**config.mk**
```make
export PLATFORM = sky130hd
export DESIGN_NAME = pcap_stream_header_extractor
export DESIGN_NICKNAME = d
export VERILOG_FILES = /design/src/design/pcap_pkg.sv /design/src/design/pcap_front.sv /design/src/design/pcap_queue.sv /design/src/design/pcap_back.sv /design/src/design/pcap_stream_header_extractor.sv
export SDC_FILE = /design/constraint.sdc
export NUM_CORES = 1
export LEC_CHECK = 0
export ABC_AREA = 1
export BUFFER_PORTS_ARGS = -buffer_cell sky130_fd_sc_hd__clkbuf_2
export CAP_MARGIN = 20
export CORE_ASPECT_RATIO = 1.25
export CORE_MARGIN = 4
export CORE_UTILIZATION = 55
export CTS_CLUSTER_DIAMETER = 120
export DETAILED_ROUTE_END_ITERATION = 10
export PLACE_DENSITY = 0.72
export SYNTH_ARGS = -nofsm -noshare
export SYNTH_HDL_FRONTEND = slang
export SYNTH_SLANG_ARGS = --single-unit
```
**constraint.sdc**
```tcl
create_clock -name clock -period 58 [get_ports clock]
set_input_delay 2.9 -clock clock [delete_from_list [all_inputs] [get_ports clock]]
set_output_delay 2.9 -clock clock [all_outputs]
set_load 0.05 [all_outputs]
```
**src/design/pcap_pkg.sv**
```systemverilog
// ----------------------------------------------------------------------------
// pcap_pkg: shared types and constants for the capture header extractor
// Item structs, phase enum and the front-to-back command struct.
// ----------------------------------------------------------------------------
`default_nettype none
package pcap_pkg;

   localparam int GlobalLen   = 24;
   localparam int RecordLen   = 16;
   localparam int EthAlen     = 6;
   localparam int PayloadKeep = 34;
   localparam logic [15:0] Ipv4Kind = 16'h0800;
   localparam logic [31:0] MagicLe = 32'hd4c3b2a1;  // first byte in msb
   localparam logic [31:0] MagicBe = 32'ha1b2c3d4;
   localparam int QueueDepth = 2;

   typedef enum logic [1:0] {
      PH_GLOBAL  = 2'd0,
      PH_RECORD  = 2'd1,
      PH_PAYLOAD = 2'd2,
      PH_SKIP    = 2'd3
   } phase_type;

   typedef struct packed {
      logic [7:0] data_byte;
      logic       end_of_file;
   } req_type;

   typedef struct packed {
      logic        status;
      logic [31:0] ts_seconds;
      logic [31:0] ts_micros;
      logic [31:0] captured_length;
      logic [31:0] original_length;
      logic [47:0] dest_mac;
      logic [47:0] source_mac;
      logic [15:0] ether_kind;
      logic [31:0] ip_source;
      logic [31:0] ip_dest;
      logic [7:0]  ip_proto;
   } rsp_type;

   // classified byte handed from front to back
   typedef struct packed {
      logic       rec_clear;   // first record-header byte: clear accumulators
      logic       rec_take;    // record-header byte
      logic [3:0] rec_pos;
      logic       pay_take;    // kept payload byte
      logic [5:0] pay_pos;
      logic       little;
      logic       emit_rec;
      logic       emit_bad;
      logic [7:0] data;
   } cmd_type;

endpackage
`default_nettype wire

```
**src/design/pcap_front.sv**
```systemverilog
// ----------------------------------------------------------------------------
// pcap_front: byte classifier
// Tracks file phase, checks magic, counts payload and issues commands.
// ----------------------------------------------------------------------------
`default_nettype none
module pcap_front
   import pcap_pkg::*;
(
   input  wire logic    clock,
   input  wire logic    reset,
   input  wire logic    req_valid,
   output logic         req_stall,
   input  wire req_type req_data,
   output logic         cmd_valid,
   input  wire logic    cmd_stall,
   output cmd_type      cmd_data
);

   phase_type   phase_ff, phase_in;
   logic [4:0]  hpos_ff, hpos_in;
   logic        little_ff, little_in;
   logic [31:0] left_ff, left_in;
   logic [5:0]  ppos_ff, ppos_in;
   logic [31:0] caplen_ff, caplen_in;   // captured length as it builds up
   logic        take;
   logic [7:0]  b;
   logic [1:0]  mk;
   logic [31:0] cap_next;

   assign req_stall = cmd_stall;
   assign take      = req_valid && !cmd_stall;
   assign b         = req_data.data_byte;
   assign mk        = hpos_ff[1:0];

   always_comb begin
      cap_next = little_ff ? (caplen_ff | ({24'd0, b} << {hpos_ff[1:0], 3'd0}))
                           : {caplen_ff[23:0], b};
   end

   // next state
   always_comb begin
      phase_in  = phase_ff;
      hpos_in   = hpos_ff;
      little_in = little_ff;
      left_in   = left_ff;
      ppos_in   = ppos_ff;
      caplen_in = caplen_ff;
      case (phase_ff)
         PH_GLOBAL: begin
            if (hpos_ff == 5'd0) begin
               if (b == MagicLe[31:24]) little_in = 1'b1;
               else if (b == MagicBe[31:24]) little_in = 1'b0;
               else phase_in = PH_SKIP;
            end else if (hpos_ff < 5'd4) begin
               if (b != (little_ff ? MagicLe[31 - {mk, 3'd0} -: 8]
                                   : MagicBe[31 - {mk, 3'd0} -: 8]))
                  phase_in = PH_SKIP;
            end
            if (phase_in == PH_GLOBAL) begin
               if (hpos_ff == 5'(GlobalLen - 1)) begin
                  phase_in = PH_RECORD;
                  hpos_in  = 5'd0;
               end else begin
                  hpos_in = hpos_ff + 5'd1;
               end
            end
         end
         PH_RECORD: begin
            if (hpos_ff[3:2] == 2'd2) caplen_in = cap_next;
            if (hpos_ff[3:0] == 4'(RecordLen - 1)) begin
               hpos_in = 5'd0;
               ppos_in = 6'd0;
               left_in = caplen_ff;
               if (caplen_ff != 32'd0) phase_in = PH_PAYLOAD;
            end else begin
               hpos_in = {1'b0, hpos_ff[3:0] + 4'd1};
            end
         end
         PH_PAYLOAD: begin
            if (ppos_ff < 6'(PayloadKeep)) ppos_in = ppos_ff + 6'd1;
            left_in = left_ff - 32'd1;
            if (left_ff == 32'd1) begin
               phase_in = PH_RECORD;
               hpos_in  = 5'd0;
            end
         end
         default: ;
      endcase
      if (hpos_ff[3:0] == 4'd0 && phase_ff == PH_RECORD) caplen_in = 32'd0;
      if (req_data.end_of_file) begin
         phase_in  = PH_GLOBAL;
         hpos_in   = 5'd0;
         little_in = 1'b0;
         left_in   = 32'd0;
         ppos_in   = 6'd0;
         caplen_in = 32'd0;
      end
   end

   // outputs
   always_comb begin
      cmd_data           = '0;
      cmd_data.data      = b;
      cmd_data.little    = little_ff;
      cmd_data.rec_pos   = hpos_ff[3:0];
      cmd_data.pay_pos   = ppos_ff;
      cmd_data.rec_take  = (phase_ff == PH_RECORD);
      cmd_data.rec_clear = (phase_ff == PH_RECORD) && (hpos_ff[3:0] == 4'd0);
      cmd_data.pay_take  = (phase_ff == PH_PAYLOAD) && (ppos_ff < 6'(PayloadKeep));
      case (phase_ff)
         PH_GLOBAL: begin
            cmd_data.emit_bad = (phase_in == PH_SKIP && !req_data.end_of_file)
                             || (req_data.end_of_file && !(hpos_ff == 5'(GlobalLen - 1)
                                 && !(hpos_ff < 5'd4)))
                             || (req_data.end_of_file && hpos_ff == 5'd0);
         end
         // last header byte: empty payload, or header complete at end of file
         PH_RECORD: cmd_data.emit_rec = (hpos_ff[3:0] == 4'(RecordLen - 1))
                                     && ((caplen_ff == 32'd0) || req_data.end_of_file);
         PH_PAYLOAD: cmd_data.emit_rec = (left_ff == 32'd1) || req_data.end_of_file;
         default: ;
      endcase
   end

   always_ff @(posedge clock) begin
      if (reset) begin
         phase_ff  <= PH_GLOBAL;
         hpos_ff   <= '0;
         little_ff <= 1'b0;
         left_ff   <= '0;
         ppos_ff   <= '0;
         caplen_ff <= '0;
      end else if (take) begin
         phase_ff  <= phase_in;
         hpos_ff   <= hpos_in;
         little_ff <= little_in;
         left_ff   <= left_in;
         ppos_ff   <= ppos_in;
         caplen_ff <= caplen_in;
      end
   end

   assign cmd_valid = req_valid;

endmodule
`default_nettype wire

```
**src/design/pcap_queue.sv**
```systemverilog
// ----------------------------------------------------------------------------
// pcap_queue: two-entry command queue
// Decouples the classifier from the field assembler.
// ----------------------------------------------------------------------------
`default_nettype none
module pcap_queue
   import pcap_pkg::*;
(
   input  wire logic    clock,
   input  wire logic    reset,
   input  wire logic    in_valid,
   output logic         in_stall,
   input  wire cmd_type in_data,
   output logic         out_valid,
   input  wire logic    out_stall,
   output cmd_type      out_data
);

   cmd_type    mem_ff [QueueDepth];
   logic       wr_ff, rd_ff;
   logic [1:0] cnt_ff;
   logic       push, pop;

   assign in_stall  = (cnt_ff == 2'(QueueDepth));
   assign out_valid = (cnt_ff != 2'd0);
   assign out_data  = mem_ff[rd_ff];
   assign push      = in_valid && !in_stall;
   assign pop       = out_valid && !out_stall;

   always_ff @(posedge clock) begin
      if (push) mem_ff[wr_ff] <= in_data;
   end

   always_ff @(posedge clock) begin
      if (reset) begin
         wr_ff  <= 1'b0;
         rd_ff  <= 1'b0;
         cnt_ff <= 2'd0;
      end else begin
         if (push) wr_ff <= !wr_ff;
         if (pop)  rd_ff <= !rd_ff;
         cnt_ff <= cnt_ff + 2'(push) - 2'(pop);
      end
   end

endmodule
`default_nettype wire

```
**src/design/pcap_back.sv**
```systemverilog
// ----------------------------------------------------------------------------
// pcap_back: field assembler
// Builds record and frame fields and holds the result in an output register.
// ----------------------------------------------------------------------------
`default_nettype none
module pcap_back
   import pcap_pkg::*;
(
   input  wire logic    clock,
   input  wire logic    reset,
   input  wire logic    cmd_valid,
   output logic         cmd_stall,
   input  wire cmd_type cmd_data,
   output logic         rsp_valid,
   input  wire logic    rsp_stall,
   output rsp_type      rsp_data
);

   logic [31:0] word_ff [4];
   logic [31:0] word_in [4];
   logic [47:0] dmac_ff, dmac_in, smac_ff, smac_in;
   logic [15:0] kind_ff, kind_in;
   logic [31:0] ips_ff, ips_in, ipd_ff, ipd_in;
   logic [7:0]  prot_ff, prot_in;
   logic        valid_ff;
   rsp_type     out_ff, out_in;
   logic        take;
   logic [1:0]  f, k;
   logic [5:0]  q;
   logic        ip;

   assign cmd_stall = valid_ff && rsp_stall;
   assign take      = cmd_valid && !cmd_stall;
   assign rsp_valid = valid_ff;
   assign rsp_data  = out_ff;
   assign f = cmd_data.rec_pos[3:2];
   assign k = cmd_data.rec_pos[1:0];
   assign q = cmd_data.pay_pos;

   always_comb begin
      for (int i = 0; i < 4; i++) word_in[i] = cmd_data.rec_clear ? 32'd0 : word_ff[i];
      dmac_in = cmd_data.rec_clear ? 48'd0 : dmac_ff;
      smac_in = cmd_data.rec_clear ? 48'd0 : smac_ff;
      kind_in = cmd_data.rec_clear ? 16'd0 : kind_ff;
      ips_in  = cmd_data.rec_clear ? 32'd0 : ips_ff;
      ipd_in  = cmd_data.rec_clear ? 32'd0 : ipd_ff;
      prot_in = cmd_data.rec_clear ? 8'd0  : prot_ff;
      if (cmd_data.rec_take) begin
         if (cmd_data.little)
            word_in[f] = word_in[f] | ({24'd0, cmd_data.data} << {k, 3'd0});
         else
            word_in[f] = {word_in[f][23:0], cmd_data.data};
      end
      if (cmd_data.pay_take) begin
         if (q < 6'(EthAlen))
            dmac_in[8*(5 - q[2:0]) +: 8] = cmd_data.data;
         else if (q < 6'(2 * EthAlen))
            smac_in[8*(11 - q[3:0]) +: 8] = cmd_data.data;
         else if (q < 6'd14)
            kind_in[8*(13 - q[3:0]) +: 8] = cmd_data.data;
         else if (q == 6'd23)
            prot_in = cmd_data.data;
         else if (q >= 6'd26 && q < 6'd30)
            ips_in[8*(29 - q) +: 8] = cmd_data.data;
         else if (q >= 6'd30 && q < 6'd34)
            ipd_in[8*(33 - q) +: 8] = cmd_data.data;
      end
      ip     = (kind_in == Ipv4Kind);
      out_in = '0;
      if (cmd_data.emit_bad) begin
         out_in.status = 1'b1;
      end else begin
         out_in.ts_seconds      = word_in[0];
         out_in.ts_micros       = word_in[1];
         out_in.captured_length = word_in[2];
         out_in.original_length = word_in[3];
         out_in.dest_mac        = dmac_in;
         out_in.source_mac      = smac_in;
         out_in.ether_kind      = kind_in;
         out_in.ip_source       = ip ? ips_in : 32'd0;
         out_in.ip_dest         = ip ? ipd_in : 32'd0;
         out_in.ip_proto        = ip ? prot_in : 8'd0;
      end
   end

   always_ff @(posedge clock) begin
      if (take) begin
         for (int i = 0; i < 4; i++) word_ff[i] <= word_in[i];
         dmac_ff <= dmac_in;
         smac_ff <= smac_in;
         kind_ff <= kind_in;
         ips_ff  <= ips_in;
         ipd_ff  <= ipd_in;
         prot_ff <= prot_in;
         if (cmd_data.emit_bad || cmd_data.emit_rec) out_ff <= out_in;
      end
   end

   always_ff @(posedge clock) begin
      if (reset) begin
         valid_ff <= 1'b0;
      end else if (take) begin
         valid_ff <= cmd_data.emit_bad || cmd_data.emit_rec;
      end else if (!rsp_stall) begin
         valid_ff <= 1'b0;
      end
   end

endmodule
`default_nettype wire

```
**src/design/pcap_stream_header_extractor.sv**
```systemverilog
// ----------------------------------------------------------------------------
// pcap_stream_header_extractor: capture-file record header parser
// Checks the magic, walks record headers and reports one summary per record.
// ----------------------------------------------------------------------------
// Takes one file byte per transfer, at one byte per clock unless stalled. A
// classifier tracks the global header, record header and payload phases and
// hands tagged bytes through a two-entry queue to the field assembler, whose
// output register holds the summary; rsp_valid rises once the completing byte
// has passed the queue and the summary is registered. A stall on rsp fills the
// queue and then stalls req.
`default_nettype none
module pcap_stream_header_extractor
   import pcap_pkg::*;
(
   input  wire logic    clock,
   input  wire logic    reset,
   input  wire logic    req_valid,
   output logic         req_stall,
   input  wire req_type req_data,
   output logic         rsp_valid,
   input  wire logic    rsp_stall,
   output rsp_type      rsp_data
);

   logic    f_valid, f_stall, b_valid, b_stall;
   cmd_type f_data, b_data;

   pcap_front u_front (
      .clock, .reset, .req_valid, .req_stall, .req_data,
      .cmd_valid(f_valid), .cmd_stall(f_stall), .cmd_data(f_data)
   );

   pcap_queue u_queue (
      .clock, .reset,
      .in_valid(f_valid), .in_stall(f_stall), .in_data(f_data),
      .out_valid(b_valid), .out_stall(b_stall), .out_data(b_data)
   );

   pcap_back u_back (
      .clock, .reset,
      .cmd_valid(b_valid), .cmd_stall(b_stall), .cmd_data(b_data),
      .rsp_valid, .rsp_stall, .rsp_data
   );

endmodule
`default_nettype wire
```
==> results of run 1 <==
## through the flow
step / hold WS [ns] / instance area, um^2 / worst slack [ns]
after global placement: 0.434 / 38900 / 52.24
after global routing: 0.508 / 41500 / 51.45
after CTS: 0.464 / 41400 / 51.97
after floorplan: 0.426 / 36600 / 38.17
after detailed placement: 0.453 / 38900 / 51.96
final: 0.463 / 41500 / 51.96
## logic make-up (layout without fill, tap and decap cells)
logic type               count (synthesis)  in the layout  share of synthesized area (%)
XOR/XNOR                                16             16                          0.383
multiplexers                            29             29                          0.793
AO/OA/AOI/OAI                          652            652                           10.1
adder cells (fa/ha/maj)                 57             57                           1.99
buffers and inverters                  582            901                           6.29
AND/OR/NAND/NOR                       1746           1746                           20.6
flip-flops                             757            757                           59.8
## worst max-delay path by stage
stage | from | to | slack, ns
finish | register | u_back.rsp_data[14] | 51.96
global route | register | u_back.rsp_data[20] | 51.45
CTS | register | u_back.rsp_data[32] | 51.97
detailed placement | register | u_back.rsp_data[32] | 51.96
global placement | register | u_back.rsp_data[27] | 52.24
floorplan | rsp_stall | u_back.rsp_data[0] | 38.17
## critical path, delay by kind of cell, from the launching register on
| family | cells | cell delay [ns] |
|---|---|---|
| AND/OR/NAND/NOR | 12 | 2.09 |
| buffers and inverters | 5 | 1.71 |
| adder cells (fa/ha/maj) | 2 | 1.11 |
| AO/OA/AOI/OAI | 1 | 0.39 |
| flip-flops | 1 | 0.35 |
## cell usage after synthesis, drive strengths merged, types with 23 or more instances
cell    number  area share (%)
ha          55             1.9
nand4       44            0.77
clkbuf     126             1.3
inv        379             3.9
and2        39            0.67
a211oi      36            0.74
edfxtp     673              55
nor3        44            0.63
o22ai       41            0.70
dfxtp       84             4.6
nand2      932             9.7
o211ai      23            0.47
o21ai      162             2.2
mux2i       29            0.79
a21oi      308             4.2
buf         65            0.98
nor2       350             4.0
nand3      305             4.2
## state kept, by name (all words and copies together) (netlist names), named ones only
| signal | cells |
|---|---|
| u_back.ipd_ff | 32 |
| u_front.left_ff | 32 |
| u_queue.mem_ff | 48 |
| u_back.smac_ff | 48 |
| u_front.ppos_ff | 6 |
| u_back.ips_ff | 32 |
| u_queue.rd_ff | 1 |
| u_back.prot_ff | 8 |
| u_back.rsp_data | 313 |
| u_front.phase_ff | 2 |
| u_front.little_ff | 1 |
| u_back.rsp_valid | 1 |
| u_back.kind_ff | 16 |
| u_front.hpos_ff | 5 |
| u_back.word_ff | 128 |
| u_back.dmac_ff | 48 |
| u_queue.cnt_ff | 2 |
| u_queue.wr_ff | 1 |
| u_front.caplen_ff | 32 |
## per-layer routing
metal  up-vias  routed length [um]  track usage [%]
met2      1413               49600             46.0
met4         0                5240             13.1
met3       275                8150             4.64
met1     13762               41300             37.8
met5         -                   0                0
li1      13688                   -                -
## layout make-up
cell class / count / area share, %
inverter: 391 / 3.59
multi-input combinational: 2500 / 30.1
sequential: 757 / 52.8
clock inverter: 50 / 1.18
tap: 856 / 2.58
timing repair buffer: 368 / 4.77
clock buffer: 92 / 5.04
==> results.yml, run 1 <==
sta:
  setup_viol: 0
  period_needed_ns: 6.04
  max-slew-margin-rel_pct: 18.6
  tightest_slew_ns: 1.22
  rsz0062_at_grt: "no"
  finalSetupTns_ns: 0
  finalHoldViolations: 0
  clock_skew_ns: 0.0252
  slew_viol_final: 0
  fmax_ghz: 0.165
  post-route-period-util_pct: 10.4
setup_path:
  cp-start-kind: "register"
  max_stage_delay_ns: 0.71
  path_cells: "buf_4 -> nand2_1 -> nand2_2 -> inv_1 -> ha_1 -> fa_1 -> inv_1 -> nor2_1 -> nand3_1 -> nand2_1 -> nand2_1 -> inv_1 -> nand2_1 -> nor2_4 -> nand2_4 -> o21ai_0 -> nor3_2 -> nand3_4 -> buf_4 -> nor2_1"
  cp_common_cell: "nand2_1"
  worstSetupPathType: "register to register"
  cp_max_fo: 50
  r2r_setup_slack_ns: 51.96
  rr_worst_depth: 20
  r2r_end: "u_back.rsp_data[14]"
  critPathSlowestCell: "fa_1"
  cp-end-kind: "register"
  required_ns: 58.34
  arrival_ns: 6.39
logic_synthesis:
  syn_inst: 3839
  syn_avg_cell_area_um2: 9.53
  ys_types: 54
  yosysWarnings: 0
  synthesis.nets: 3909
  synth_edf_count: 673
  synth_seq_cells: 757
  synth_ff_type: "edfxtp_1"
  syn_area_um2: 36600
  async_flop_share_pct: 0
  seq_area_frac_synth_pct: 59.8
clocking:
  clock_path_buffers: 3
  cts_tree: "yes"
  clock_latency_ns: 0.63
  cts-resized-gates: 0
  cts.sinks: 757
  cts_buffers: 77
  clockRootBuffer: "clkbuf_16"
  ctsHoldBuffers: 0
  clk_pin_slew_ns: 0.06
  post_cts_buffers: 0
  ctsHtreeMaxLevel: 3
min_path:
  hold_end: "u_queue.rd_ff"
  min_path_type: "register to register"
  holdPathStages: 1
  hold_path_startpoint: "u_queue.rd_ff"
grt:
  grt_pass1_vias: 27267
  grt_pass1_wl_um: 157000
  antenna_found_initial: 0
  grt-ovfl-total: 0
  grt_max_degree: 183
  grt_use_total_pct: 28.3
flow_run:
  cap_violations: 0
finish:
  final_cells: 5014
  final_common_cell: "nand2_1"
  syn_to_final_growth_pct: 13.4
  multi_input_area_um2: 12500
  diodes: 0
  nFillCells: 5432
  final_cell_mix: "nand2_1 (920), edfxtp_1 (673), inv_1 (366)"
  final_core_util_pct: 63.0
  layout.nets: 4165
  drive_above_1_share_pct: 14.5
  regArea_um2: 21900
floorplanning:
  die_w_um: 239
  start_util_pct: 55.6
  io_pins: 328
  chipHeight_um: 296
  num_rows: 105
  fp.dieArea_um2: 70700
  core_area_um2: 65800
routing:
  wire_per_inst_um: 20.8
  finalWirelength_um: 104000
  route.detailed.drc: 0
  drt_iter0_markers: 3327
  viasPerCell: 5.81
  vias: 29138
  postRouteAntennaNets: 0
  firstDrtPassIters: 6
placement:
  placedCellCount: 4871
  dp_hpwl_um: 68600
  place_congestion: 0.926
  io_buffer_count: 327
run_status:
  status: "finished, final reports clean"
Power of run 1 is not shown: default switching activity piles up to over one toggle a cycle in this logic, so the estimate is an artifact.
==> run 2: changes to the inputs <==
==> constraint.sdc (replaced) <==
create_clock -name clock -period 6.29 [get_ports clock]
set_input_delay 0.3145 -clock clock [delete_from_list [all_inputs] [get_ports clock]]
set_output_delay 0.3145 -clock clock [all_outputs]
set_load 0.05 [all_outputs]
==> run 2 against run 1 <==
Against the previous run:
- sequential cell count did not move
- maximum frequency is 8.8% higher
- wire length up 1.3%
- sequential share of layout area rose by 0.062 points
- clock skew down 0.0078 ns
- cell count up 0.18%
- first-iteration DRC count rose by 9.3%
- non-clock buffer count up 10
- worst setup slack got worse by 51 ns
- global-route usage rose by 0.49 points
- design area barely moved
==> results.yml, run 2 (same netlist as run 1, synthesis figures left out) <==
sta:
  slew_viol_final: 0
  rsz0062_at_grt: "no"
  post-route-period-util_pct: 88.3
  setup_viol: 0
  period_needed_ns: 5.56
  finalSetupTns_ns: 0
  tightest_slew_ns: 1.23
  max-slew-margin-rel_pct: 18.1
  fmax_ghz: 0.180
  clock_skew_ns: 0.0174
  finalHoldViolations: 0
placement:
  io_buffer_count: 327
  place_congestion: 0.889
  placedCellCount: 4879
  dp_hpwl_um: 68700
run_status:
  status: "finished, final reports clean"
routing:
  finalWirelength_um: 106000
  wire_per_inst_um: 21.0
  postRouteAntennaNets: 0
  firstDrtPassIters: 6
  vias: 29248
  viasPerCell: 5.82
  drt_iter0_markers: 3635
  route.detailed.drc: 0
grt:
  grt-ovfl-total: 0
  grt_use_total_pct: 28.8
  antenna_found_initial: 3
  grt_pass1_wl_um: 159000
  grt_max_degree: 174
  grt_pass1_vias: 27490
setup_path:
  path_depth: 27
  rr_worst_depth: 27
  cp_max_fo: 40
  critPathSlowestCell: "nand3_4"
  worstSetupPathType: "register to register"
  r2r_end: "u_back.rsp_data[26]"
  path_delay_family: "simple AND/OR/NAND/NOR gates"
  cp-end-kind: "register"
  max_stage_delay_ns: 0.57
  cp_common_cell: "nand2_1"
  cp-start-kind: "register"
  required_ns: 6.77
  crit_buf_inv: 6
  arrival_ns: 6.03
  r2r_setup_slack_ns: 0.73
clocking:
  clk_pin_slew_ns: 0.06
  ctsHtreeMaxLevel: 3
  post_cts_buffers: 0
  clock_path_buffers: 3
  cts_buffers: 76
  clock_latency_ns: 0.63
  cts_tree: "yes"
  cts.sinks: 757
  clockRootBuffer: "clkbuf_16"
floorplanning:
  chipHeight_um: 296
  die_w_um: 239
  start_util_pct: 55.6
  io_pins: 328
  core_area_um2: 65800
  num_rows: 105
  fp.dieArea_um2: 70700
finish:
  final_cell_mix: "nand2_1 (919), edfxtp_1 (673), inv_1 (365)"
  largest_register_ffs: 313
  final_common_cell: "nand2_1"
  layout.nets: 4174
  syn_to_final_growth_pct: 13.3
  final_cells: 5023
  drive_above_1_share_pct: 14.4
min_path:
  hold_path_startpoint: "req_data[4]"
  min_path_type: "input pin to register"
  hold_end: "u_queue.mem_ff[0][3]"
  holdPathStages: 1
flow_run:
  cap_violations: 0
-- run 2: layout make-up --
type                            instances  area, um^2
Tap cell                              856        1070
Inverter                              391        1480
Sequential cell                       757       21900
Fill cell                            5468       24400
Timing Repair Buffer                  378        2090
Multi-Input combinational cell       2500       12500
Clock inverter                         47         412
Clock buffer                           92        1970
Antenna cell                            2        5.00
-- run 2: layer usage --
layer	wire [um]	GRT usage, %	vias to the layer above
li1	-	-	13730
met1	41500	38.5	13874
met2	51000	47.2	1406
met3	8500	4.31	236
met4	4700	12.9	2
met5	13	0	-
-- run 2: timing repair --
| item | in CTS | in global routing |
|---|---|---|
| hold buffers | 2 | 0 |
| hold endpoints to repair | 3 | 0 |
| gates resized for setup | 0 | 0 |
-- run 2: worst reg2reg max path: stages, from the launching register on --
cell and delay, ns:
dfxtp_2 0.33, buf_4 0.36, o21a_1 0.44, ha_1 0.32
nand2_1 0.10, nand2_1 0.29, inv_1 0.14, nor2_1 0.27
inv_1 0.08, ha_1 0.29, inv_1 0.06, nand2_1 0.04
nor2_1 0.09, nand3_1 0.07, nand2_1 0.06, nand2_1 0.06
inv_1 0.05, nand2_1 0.07, nor2_4 0.33, nand2_4 0.16
nand2_1 0.12, nand2_1 0.07, nor2_1 0.12, nand2_1 0.08
nor2_1 0.22, nand3_4 0.57, buf_12 0.50, nor2_1 0.15
-- run 2: worst max path at each step --
stage,start,to,slack (ns)
4_1_cts,register,u_back.rsp_data[26],0.77
3_5_place_dp,register,u_back.rsp_data[26],0.80
6_report,register,u_back.rsp_data[26],0.73
3_3_place_gp,register,u_back.rsp_data[25],1.01
5_1_grt,register,u_back.rsp_data[26],0.21
2_1_floorplan,register,u_back.rsp_data[0],-0.58
-- run 2: per-stage QoR --
step                util (%)  setup slack (ns)  hold slack (ns)  instance area, um^2
global route            62.9             0.211           0.0235                41400
global placement        59.3              1.01            0.437                39000
floorplan                  -            -0.577            0.413                36700
finish                  62.9             0.734           0.0385                41400
detailed placement      59.3             0.799            0.439                39000
CTS                     62.9             0.774          0.00419                41400
Power of run 2 is left out for the same reason.
